## src/utf8_to_ucs2_decoder_unit_assert.svh

```systemverilog
// assertion macros for the utf8 to ucs2 decoder unit
// used by the core and the result queue, no other dependencies
`ifndef UTF8_TO_UCS2_DECODER_UNIT_ASSERT_SVH
`define UTF8_TO_UCS2_DECODER_UNIT_ASSERT_SVH

// same-cycle implication
`define UCS2_ASSERT_NOW(label, clk, rst, cond, prop, msg) \
   label: assert property (@(posedge clk) disable iff (rst) (cond) |-> (prop)) \
      else $error(msg);

// next-cycle implication
`define UCS2_ASSERT_NEXT(label, clk, rst, cond, prop, msg) \
   label: assert property (@(posedge clk) disable iff (rst) (cond) |=> (prop)) \
      else $error(msg);

`endif

```

## src/utf8_ucs2_pkg.sv

```systemverilog
// shared types and constants of the utf8 to ucs2 decoder unit
// no dependencies
package utf8_ucs2_pkg;

   localparam logic [15:0] SPACE_UNIT  = 16'h0020;
   localparam logic [7:0]  LIMIT_RESET = 8'd128;
   localparam logic [7:0]  COUNT_MAX   = 8'd255;
   localparam logic [1:0]  PEND_NONE   = 2'd0;
   localparam logic [1:0]  PEND_ONE    = 2'd1;
   localparam logic [1:0]  PEND_TWO    = 2'd2;
   localparam logic [1:0]  PEND_THREE  = 2'd3;

   typedef struct packed {
      logic [15:0] code_unit;
      logic        last;
   } entry_type;

   typedef struct packed {
      logic      v0;
      entry_type e0;
      logic      v1;
      entry_type e1;
   } push_type;

endpackage

```

## src/utf8_ucs2_core.sv

```systemverilog
// input register, line state and per-byte decode of the utf8 to ucs2 decoder unit
// depends on utf8_ucs2_pkg and utf8_to_ucs2_decoder_unit_assert.svh
`include "utf8_to_ucs2_decoder_unit_assert.svh"

module utf8_ucs2_core (
   input  logic                    clock,
   input  logic                    reset,
   input  logic                    req_tvalid,
   output logic                    req_tready,
   input  logic [7:0]              req_tdata,
   input  logic                    csr_valid,
   output logic                    csr_ready,
   input  logic [7:0]              csr_data,
   input  logic                    room,
   output utf8_ucs2_pkg::push_type push
);

   logic        in_valid_ff, in_valid_in;
   logic [7:0]  in_byte_ff, in_byte_in;
   logic [7:0]  limit_ff, limit_in;
   logic [1:0]  pend_ff, pend_in;
   logic [15:0] acc_ff, acc_in;
   logic [7:0]  count_ff, count_in;
   logic        draining_ff, draining_in;
   logic        step;
   logic [7:0]  b;
   logic [7:0]  count_inc;
   logic [15:0] acc_shift;
   logic [15:0] unit;
   logic        emit;

   assign step       = in_valid_ff & room;
   assign req_tready = ~in_valid_ff | room;
   assign csr_ready  = 1'b1;
   assign b          = in_byte_ff;
   assign count_inc  = (count_ff == utf8_ucs2_pkg::COUNT_MAX) ? count_ff : count_ff + 8'd1;
   assign acc_shift  = {acc_ff[9:0], b[5:0]};

   always_comb begin
      in_valid_in = in_valid_ff;
      in_byte_in  = in_byte_ff;
      if (req_tvalid && req_tready) begin
         in_valid_in = 1'b1;
         in_byte_in  = req_tdata;
      end else if (step) begin
         in_valid_in = 1'b0;
      end
      limit_in = (csr_valid && csr_ready) ? csr_data : limit_ff;
   end

   always_comb begin
      pend_in     = pend_ff;
      acc_in      = acc_ff;
      count_in    = count_ff;
      draining_in = draining_ff;
      unit        = 16'd0;
      emit        = 1'b0;
      push        = '0;
      if (step) begin
         if (b == 8'd0) begin
            draining_in = 1'b0;
            pend_in     = utf8_ucs2_pkg::PEND_NONE;
            acc_in      = 16'd0;
            count_in    = 8'd0;
            if (!draining_ff) begin
               push.v0 = 1'b1;
               push.e0 = '{code_unit: 16'd0, last: 1'b1};
            end
         end else if (!draining_ff) begin
            count_in = count_inc;
            if (pend_ff != utf8_ucs2_pkg::PEND_NONE) begin
               acc_in  = acc_shift;
               pend_in = pend_ff - 2'd1;
               if (pend_ff == utf8_ucs2_pkg::PEND_ONE) begin
                  unit = acc_shift;
                  emit = 1'b1;
               end
            end else begin
               unique case (b) inside
                  8'b110?????: begin
                     acc_in  = {11'd0, b[4:0]};
                     pend_in = utf8_ucs2_pkg::PEND_ONE;
                  end
                  8'b1110????: begin
                     acc_in  = {12'd0, b[3:0]};
                     pend_in = utf8_ucs2_pkg::PEND_TWO;
                  end
                  8'b11110???: begin
                     acc_in  = {13'd0, b[2:0]};
                     pend_in = utf8_ucs2_pkg::PEND_THREE;
                  end
                  default: begin
                     unit = {8'd0, b};
                     emit = 1'b1;
                  end
               endcase
            end
            if (emit) begin
               acc_in  = 16'd0;
               push.v0 = 1'b1;
               push.e0 = '{code_unit: (unit < utf8_ucs2_pkg::SPACE_UNIT)
                                      ? utf8_ucs2_pkg::SPACE_UNIT : unit,
                           last: 1'b0};
               if (count_inc >= limit_ff) begin
                  push.v1     = 1'b1;
                  push.e1     = '{code_unit: 16'd0, last: 1'b1};
                  draining_in = 1'b1;
                  pend_in     = utf8_ucs2_pkg::PEND_NONE;
                  count_in    = 8'd0;
               end
            end
         end
      end
   end

   always_ff @(posedge clock) begin
      if (reset) begin
         in_valid_ff <= 1'b0;
         limit_ff    <= utf8_ucs2_pkg::LIMIT_RESET;
         pend_ff     <= utf8_ucs2_pkg::PEND_NONE;
         acc_ff      <= 16'd0;
         count_ff    <= 8'd0;
         draining_ff <= 1'b0;
      end else begin
         in_valid_ff <= in_valid_in;
         limit_ff    <= limit_in;
         pend_ff     <= pend_in;
         acc_ff      <= acc_in;
         count_ff    <= count_in;
         draining_ff <= draining_in;
      end
      in_byte_ff <= in_byte_in;
   end

   `UCS2_ASSERT_NEXT(a_drain_after_term, clock, reset, push.v1, draining_ff, "no drain after terminator")
   `UCS2_ASSERT_NOW(a_second_is_term, clock, reset, push.v1, push.v0 && push.e1.last && !push.e0.last, "bad result pair")
   `UCS2_ASSERT_NOW(a_push_needs_step, clock, reset, push.v0, step, "result without decode step")

endmodule

```

## src/utf8_ucs2_queue.sv

```systemverilog
// result queue of the utf8 to ucs2 decoder unit, takes up to two words per cycle while it has room
// depends on utf8_ucs2_pkg and utf8_to_ucs2_decoder_unit_assert.svh
`include "utf8_to_ucs2_decoder_unit_assert.svh"

module utf8_ucs2_queue #(
   parameter int DEPTH = 4
) (
   input  logic                     clock,
   input  logic                     reset,
   input  utf8_ucs2_pkg::push_type  push,
   output logic                     room,
   output logic                     rsp_tvalid,
   input  logic                     rsp_tready,
   output utf8_ucs2_pkg::entry_type head
);

   localparam int PW = $clog2(DEPTH);
   localparam int CW = $clog2(DEPTH + 1);
   localparam logic [PW-1:0] LAST_PTR = PW'(DEPTH - 1);
   localparam logic [CW-1:0] ROOM_MAX = CW'(DEPTH - 2);

   utf8_ucs2_pkg::entry_type mem [DEPTH];
   logic [PW-1:0] wr_ff, wr_in, rd_ff, rd_in, wr_next;
   logic [CW-1:0] count_ff, count_in;
   logic          pop;

   assign wr_next    = (wr_ff == LAST_PTR) ? '0 : wr_ff + PW'(1);
   assign rsp_tvalid = (count_ff != '0);
   assign pop        = rsp_tvalid & rsp_tready;
   assign room       = (count_ff <= ROOM_MAX);
   assign head       = mem[rd_ff];

   always_comb begin
      wr_in = wr_ff;
      if (push.v1) begin
         wr_in = (wr_next == LAST_PTR) ? '0 : wr_next + PW'(1);
      end else if (push.v0) begin
         wr_in = wr_next;
      end
      rd_in = rd_ff;
      if (pop) begin
         rd_in = (rd_ff == LAST_PTR) ? '0 : rd_ff + PW'(1);
      end
      count_in = count_ff + CW'(push.v0) + CW'(push.v1) - CW'(pop);
   end

   always_ff @(posedge clock) begin
      if (reset) begin
         wr_ff    <= '0;
         rd_ff    <= '0;
         count_ff <= '0;
      end else begin
         wr_ff    <= wr_in;
         rd_ff    <= rd_in;
         count_ff <= count_in;
      end
      if (push.v0) begin
         mem[wr_ff] <= push.e0;
      end
      if (push.v1) begin
         mem[wr_next] <= push.e1;
      end
   end

   `UCS2_ASSERT_NOW(a_count_bound, clock, reset, 1'b1, count_ff <= CW'(DEPTH), "queue overfilled")
   `UCS2_ASSERT_NOW(a_push_with_room, clock, reset, push.v0 || push.v1, room, "push without room")
   `UCS2_ASSERT_NEXT(a_idle_stays_empty, clock, reset, count_ff == '0 && !push.v0, count_ff == '0, "queue filled without push")

endmodule

```

## src/utf8_to_ucs2_decoder_unit.sv

```systemverilog
// top level of the utf8 to ucs2 decoder unit: per-byte decode core and result queue
// depends on utf8_ucs2_pkg, utf8_ucs2_core and utf8_ucs2_queue
//
//  channel  direction  handshake              payload
//  req      in         req_tvalid/req_tready  req_tdata[7:0] data_byte
//  rsp      out        rsp_tvalid/rsp_tready  rsp_tdata[15:0] code_unit, rsp_tlast last
//  csr      in         csr_valid/csr_ready    csr_data[7:0] byte_limit
//
// one byte a cycle while the queue has room: input register, one decode step, then the result queue
// a byte that ends a line on budget gives two words
// req_tready drops only while the queue has no room for two words
// reset clears line state and the queue, byte_limit returns to 128
// csr_ready is always high
module utf8_to_ucs2_decoder_unit #(
   parameter int QUEUE_DEPTH = 4
) (
   input  logic        clock,
   input  logic        reset,
   input  logic        req_tvalid,
   output logic        req_tready,
   input  logic [7:0]  req_tdata,   // data_byte
   output logic        rsp_tvalid,
   input  logic        rsp_tready,
   output logic [15:0] rsp_tdata,   // code_unit
   output logic        rsp_tlast,
   input  logic        csr_valid,
   output logic        csr_ready,
   input  logic [7:0]  csr_data
);

   utf8_ucs2_pkg::push_type  push;
   utf8_ucs2_pkg::entry_type head;
   logic                     room;

   utf8_ucs2_core u_core (
      .clock      (clock),
      .reset      (reset),
      .req_tvalid (req_tvalid),
      .req_tready (req_tready),
      .req_tdata  (req_tdata),
      .csr_valid  (csr_valid),
      .csr_ready  (csr_ready),
      .csr_data   (csr_data),
      .room       (room),
      .push       (push)
   );

   utf8_ucs2_queue #(
      .DEPTH (QUEUE_DEPTH)
   ) u_queue (
      .clock      (clock),
      .reset      (reset),
      .push       (push),
      .room       (room),
      .rsp_tvalid (rsp_tvalid),
      .rsp_tready (rsp_tready),
      .head       (head)
   );

   assign rsp_tdata = head.code_unit;
   assign rsp_tlast = head.last;

endmodule
```

## config.mk

```make
export PLATFORM = sky130hd
export DESIGN_NAME = utf8_to_ucs2_decoder_unit
export DESIGN_NICKNAME = d
export VERILOG_FILES = /design/src/utf8_ucs2_pkg.sv /design/src/utf8_ucs2_core.sv /design/src/utf8_ucs2_queue.sv /design/src/utf8_to_ucs2_decoder_unit.sv
export VERILOG_INCLUDE_DIRS = /design/src /design/src/src
export SDC_FILE = /design/constraint.sdc
export NUM_CORES = 1
export LEC_CHECK = 0
export ABC_AREA = 1
export ABC_CLOCK_PERIOD_IN_PS = 3100
export BUFFER_PORTS_ARGS = -buffer_cell sky130_fd_sc_hd__buf_4
export CORE_ASPECT_RATIO = 1.25
export CORE_MARGIN = 3
export CORE_UTILIZATION = 40
export CTS_CLUSTER_SIZE = 10
export DETAILED_ROUTE_END_ITERATION = 6
export PLACE_DENSITY = 0.71
export SLEW_MARGIN = 40
export SYNTH_ARGS = -nofsm -noshare
export SYNTH_HDL_FRONTEND = slang
export SYNTH_SLANG_ARGS = --single-unit
```

## constraint.sdc

```tcl
create_clock -name clock -period 3.1 [get_ports clock]
set_input_delay 0 -clock clock [delete_from_list [all_inputs] [get_ports clock]]
set_output_delay 0 -clock clock [all_outputs]
set_load 0.03 [all_outputs]
```

==> flow_summary.ini <==
[logic_synthesis]
syn-cell-area_um2 = 5490
syn_avg_cell_area_um2 = 7.55
ys_seq_area_share_pct = 44.2
async_flop_share_pct = 0
ys_warn_count = 0
yosys.cell_types.count = 40
syn-num-nets = 767
ys_ff_latch = 115
synth_area_leaders = dfxtp_1, nand2_1, o21ai_0
synthCells = 727
yosysTopAreaCell = dfxtp_1
synth_edf_count = 12
synth_ff_type = dfxtp_1
synth_top_area_share_pct = 37.6

[pwr]
pwr-share-seq_pct = 34.6
clockPowerShare_pct = 35.0
p_leak_nw = 2.98
p_per_area_nw_per_um2 = 768
p_sw_share_pct = 35.3
peakVddDrop_v = 0.000411
p_comb_share_pct = 30.4
intPower_w = 0.00343
total_power_w = 0.00529
p_switching_w = 0.00187

[clock_network]
cts_buffers = 17
cts_max_level = 4
clock-root-buffer = clkbuf_16
cts_tree = done
clock_latency_ns = 0.41
clkTransAtPathRegs_ns = 0.05
clk_path_buf_depth = 2
cts_sinks = 115

[outcome]
outcome = finished, final reports clean

[final_layout]
layout_commonest_cell = nand2_1
area_growth_pct = 25.6
fin_nets = 834
antenna_cells = 0
mostFrequentLayoutCells = nand2_1, dfxtp_1, o21ai_0
final_core_util_pct = 51.6
fill_cells = 1273
drive_gt1_share_pct = 17.5
design_area_um2 = 6890

[setup_path]
r2r_slack_ns = 0.08
critPathCaptureType = flip-flop
path_class = reg2reg
start_kind = flip-flop
cp.arrival_ns = 3.37
worst-path-max-fanout = 4
critPathRequiredTime_ns = 3.45

[timing]
setup_viol = 0
finalCritPeriodShare_pct = 97.5
worst_slack_ns = 0.0768
slew_violations = 0
fin_crit_ns = 3.02
skew_ns = 0.00769
maxSlewHeadroom_pct = 51.9
worst_pin_slew_ns = 0.718
hold_violations = 0
fmax_mhz = 331

[drt]
wirelength_um = 14300
final_antenna_net_count = 0
drc = 0
routed_via_density = 5.23
vias = 5114
drt-initial-drc-count = 409
firstDrtPassIters = 6
drt-wirelength-per-cell_um = 14.6

[place]
gp_congestion = 0.833
hpwlAfterDp_um = 9430
placed_area_um2 = 5960
place_ws_ns = -0.0142
io_buffers = 39

[floorplan]
std_cell_rows = 47
start_util_pct = 41.1
die_h_um = 137
core_um2 = 13300
die_area_um2 = 15200
dieWidth_um = 111
io-pin-count = 41

[grt]
met2_usage_pct = 33.7
grt_use_met3_pct = 4.20
gr-usage-met1_pct = 22.4
antenna_found_initial = 0
top_usage_layer = met2
grt_overflow = 0
grt_pass1_wl_um = 23200
grt_pass1_vias = 4761
grt.total_usage_pct = 19.0
grt_max_degree = 35

[run]
max-cap-violations = 0

[min_path]
holdCritPathClass = in2reg
worst max-delay path, cell delays in order, from the launching register on:
cell,delay [ns]
dfxtp_4,0.37
ha_4,0.13
inv_1,0.06
nor2_4,0.15
and3_4,0.21
nand2_2,0.06
nor2_4,0.10
nor2_2,0.05
ha_1,0.30
nand2_2,0.09
nor2_2,0.05
nand4_1,0.14
nand3_4,0.11
nand2_4,0.09
inv_2,0.04
fa_2,0.33
fa_2,0.54
inv_1,0.05
nor2_1,0.08
sequential cells by signal, summed over array words and instances, names as in the netlist, 3 cells and up, named ones only:
signal / flops
u_queue.mem: 68
u_core.acc_ff: 10
u_core.b: 8
u_core.count_ff: 8
u_core.limit_ff: 8
u_queue.count_ff: 3
final timing paths:
kind	startpoint	end	cells after the start
hold reg to reg	u_queue.mem[0][13]	u_queue.mem[0][13]	2
setup / recovery	u_core.count_ff[0]	u_queue.count_ff[1]	18
setup reg to reg	u_core.count_ff[0]	u_queue.count_ff[1]	18
hold / removal	req_tdata[5]	u_core.b[5]	2
area by class of cell:
cell class              count  area, µm²  area share (%)
repair buffers             73        604            8.77
clock buffers              24        492            7.14
inverters                  68        255            3.70
flip-flops and latches    115       2430            35.3
clock inverters             8       76.3            1.11
well taps                 171        214            3.11
multi-input cells         519       2820            40.9
power groups by stage:
stage | logic (W) | registers [W] | clock network (W)
CTS | 0.00157 | 0.00183 | 0.00187
global placement | 0.00151 | 0.00185 | 0
detailed placement | 0.00153 | 0.00185 | 0
floorplan | 0.00111 | 0.00178 | 0
finish | 0.00161 | 0.00183 | 0.00185
global route | 0.00177 | 0.00185 | 0.00194
synth_stat cells (2+ instances only):
cell type,count
nor2_1,74
nor2_2,2
nand2_1,175
buf_6,2
fa_1,2
nand3_4,4
xor2_1,6
buf_2,7
o211ai_1,2
nand4_1,2
buf_4,3
ha_1,17
inv_1,55
o22ai_1,18
a21oi_1,55
edfxtp_1,12
dfxtp_1,103
o21ai_1,5
clkbuf_1,12
nand2_4,2
inv_2,13
a21oi_2,2
nand3b_1,2
nand3_1,49
o21ai_0,78
nand3_2,7
nand2_2,5
repair_timing:
| item | 4_1_cts | 5_1_grt |
|---|---|---|
| endpoints found under the setup margin | 2 | 25 |
| hold endpoints to repair | 38 | 0 |
| hold buffers | 21 | 0 |
| pin swaps | 1 | 15 |
| buffers inserted | 0 | 3 |
| gates resized for setup | 5 | 25 |
routing by layer:
metal | up-vias | wire [µm]
li1 | 2538 | -
met1 | 2402 | 6080
met2 | 147 | 7270
met3 | 27 | 676
met4 | 0 | 271
met5 | - | 0
per-stage QoR:
| stage | hold slack (ns) | cells | TNS [ns] |
|---|---|---|---|
| after floorplan | 0.0691 | 727 | 0 |
| after global placement | 0.179 | 922 | 0 |
| after detailed placement | 0.179 | 922 | -0.0142 |
| after CTS | 0.292 | 975 | 0 |
| after global routing | 0.304 | 978 | -0.0753 |
| final | 0.303 | 978 | 0 |
logic make-up after synthesis:
logic type / synth area share [%]
AO/OA/AOI/OAI: 16.1
flip-flops: 44.2
buffers and inverters: 7.00
adder cells (fa/ha/maj): 4.61
other: 0.0683
AND/OR/NAND/NOR: 27.0
XOR/XNOR: 1.12
Note: power is estimated with default switching activity, not from simulation.
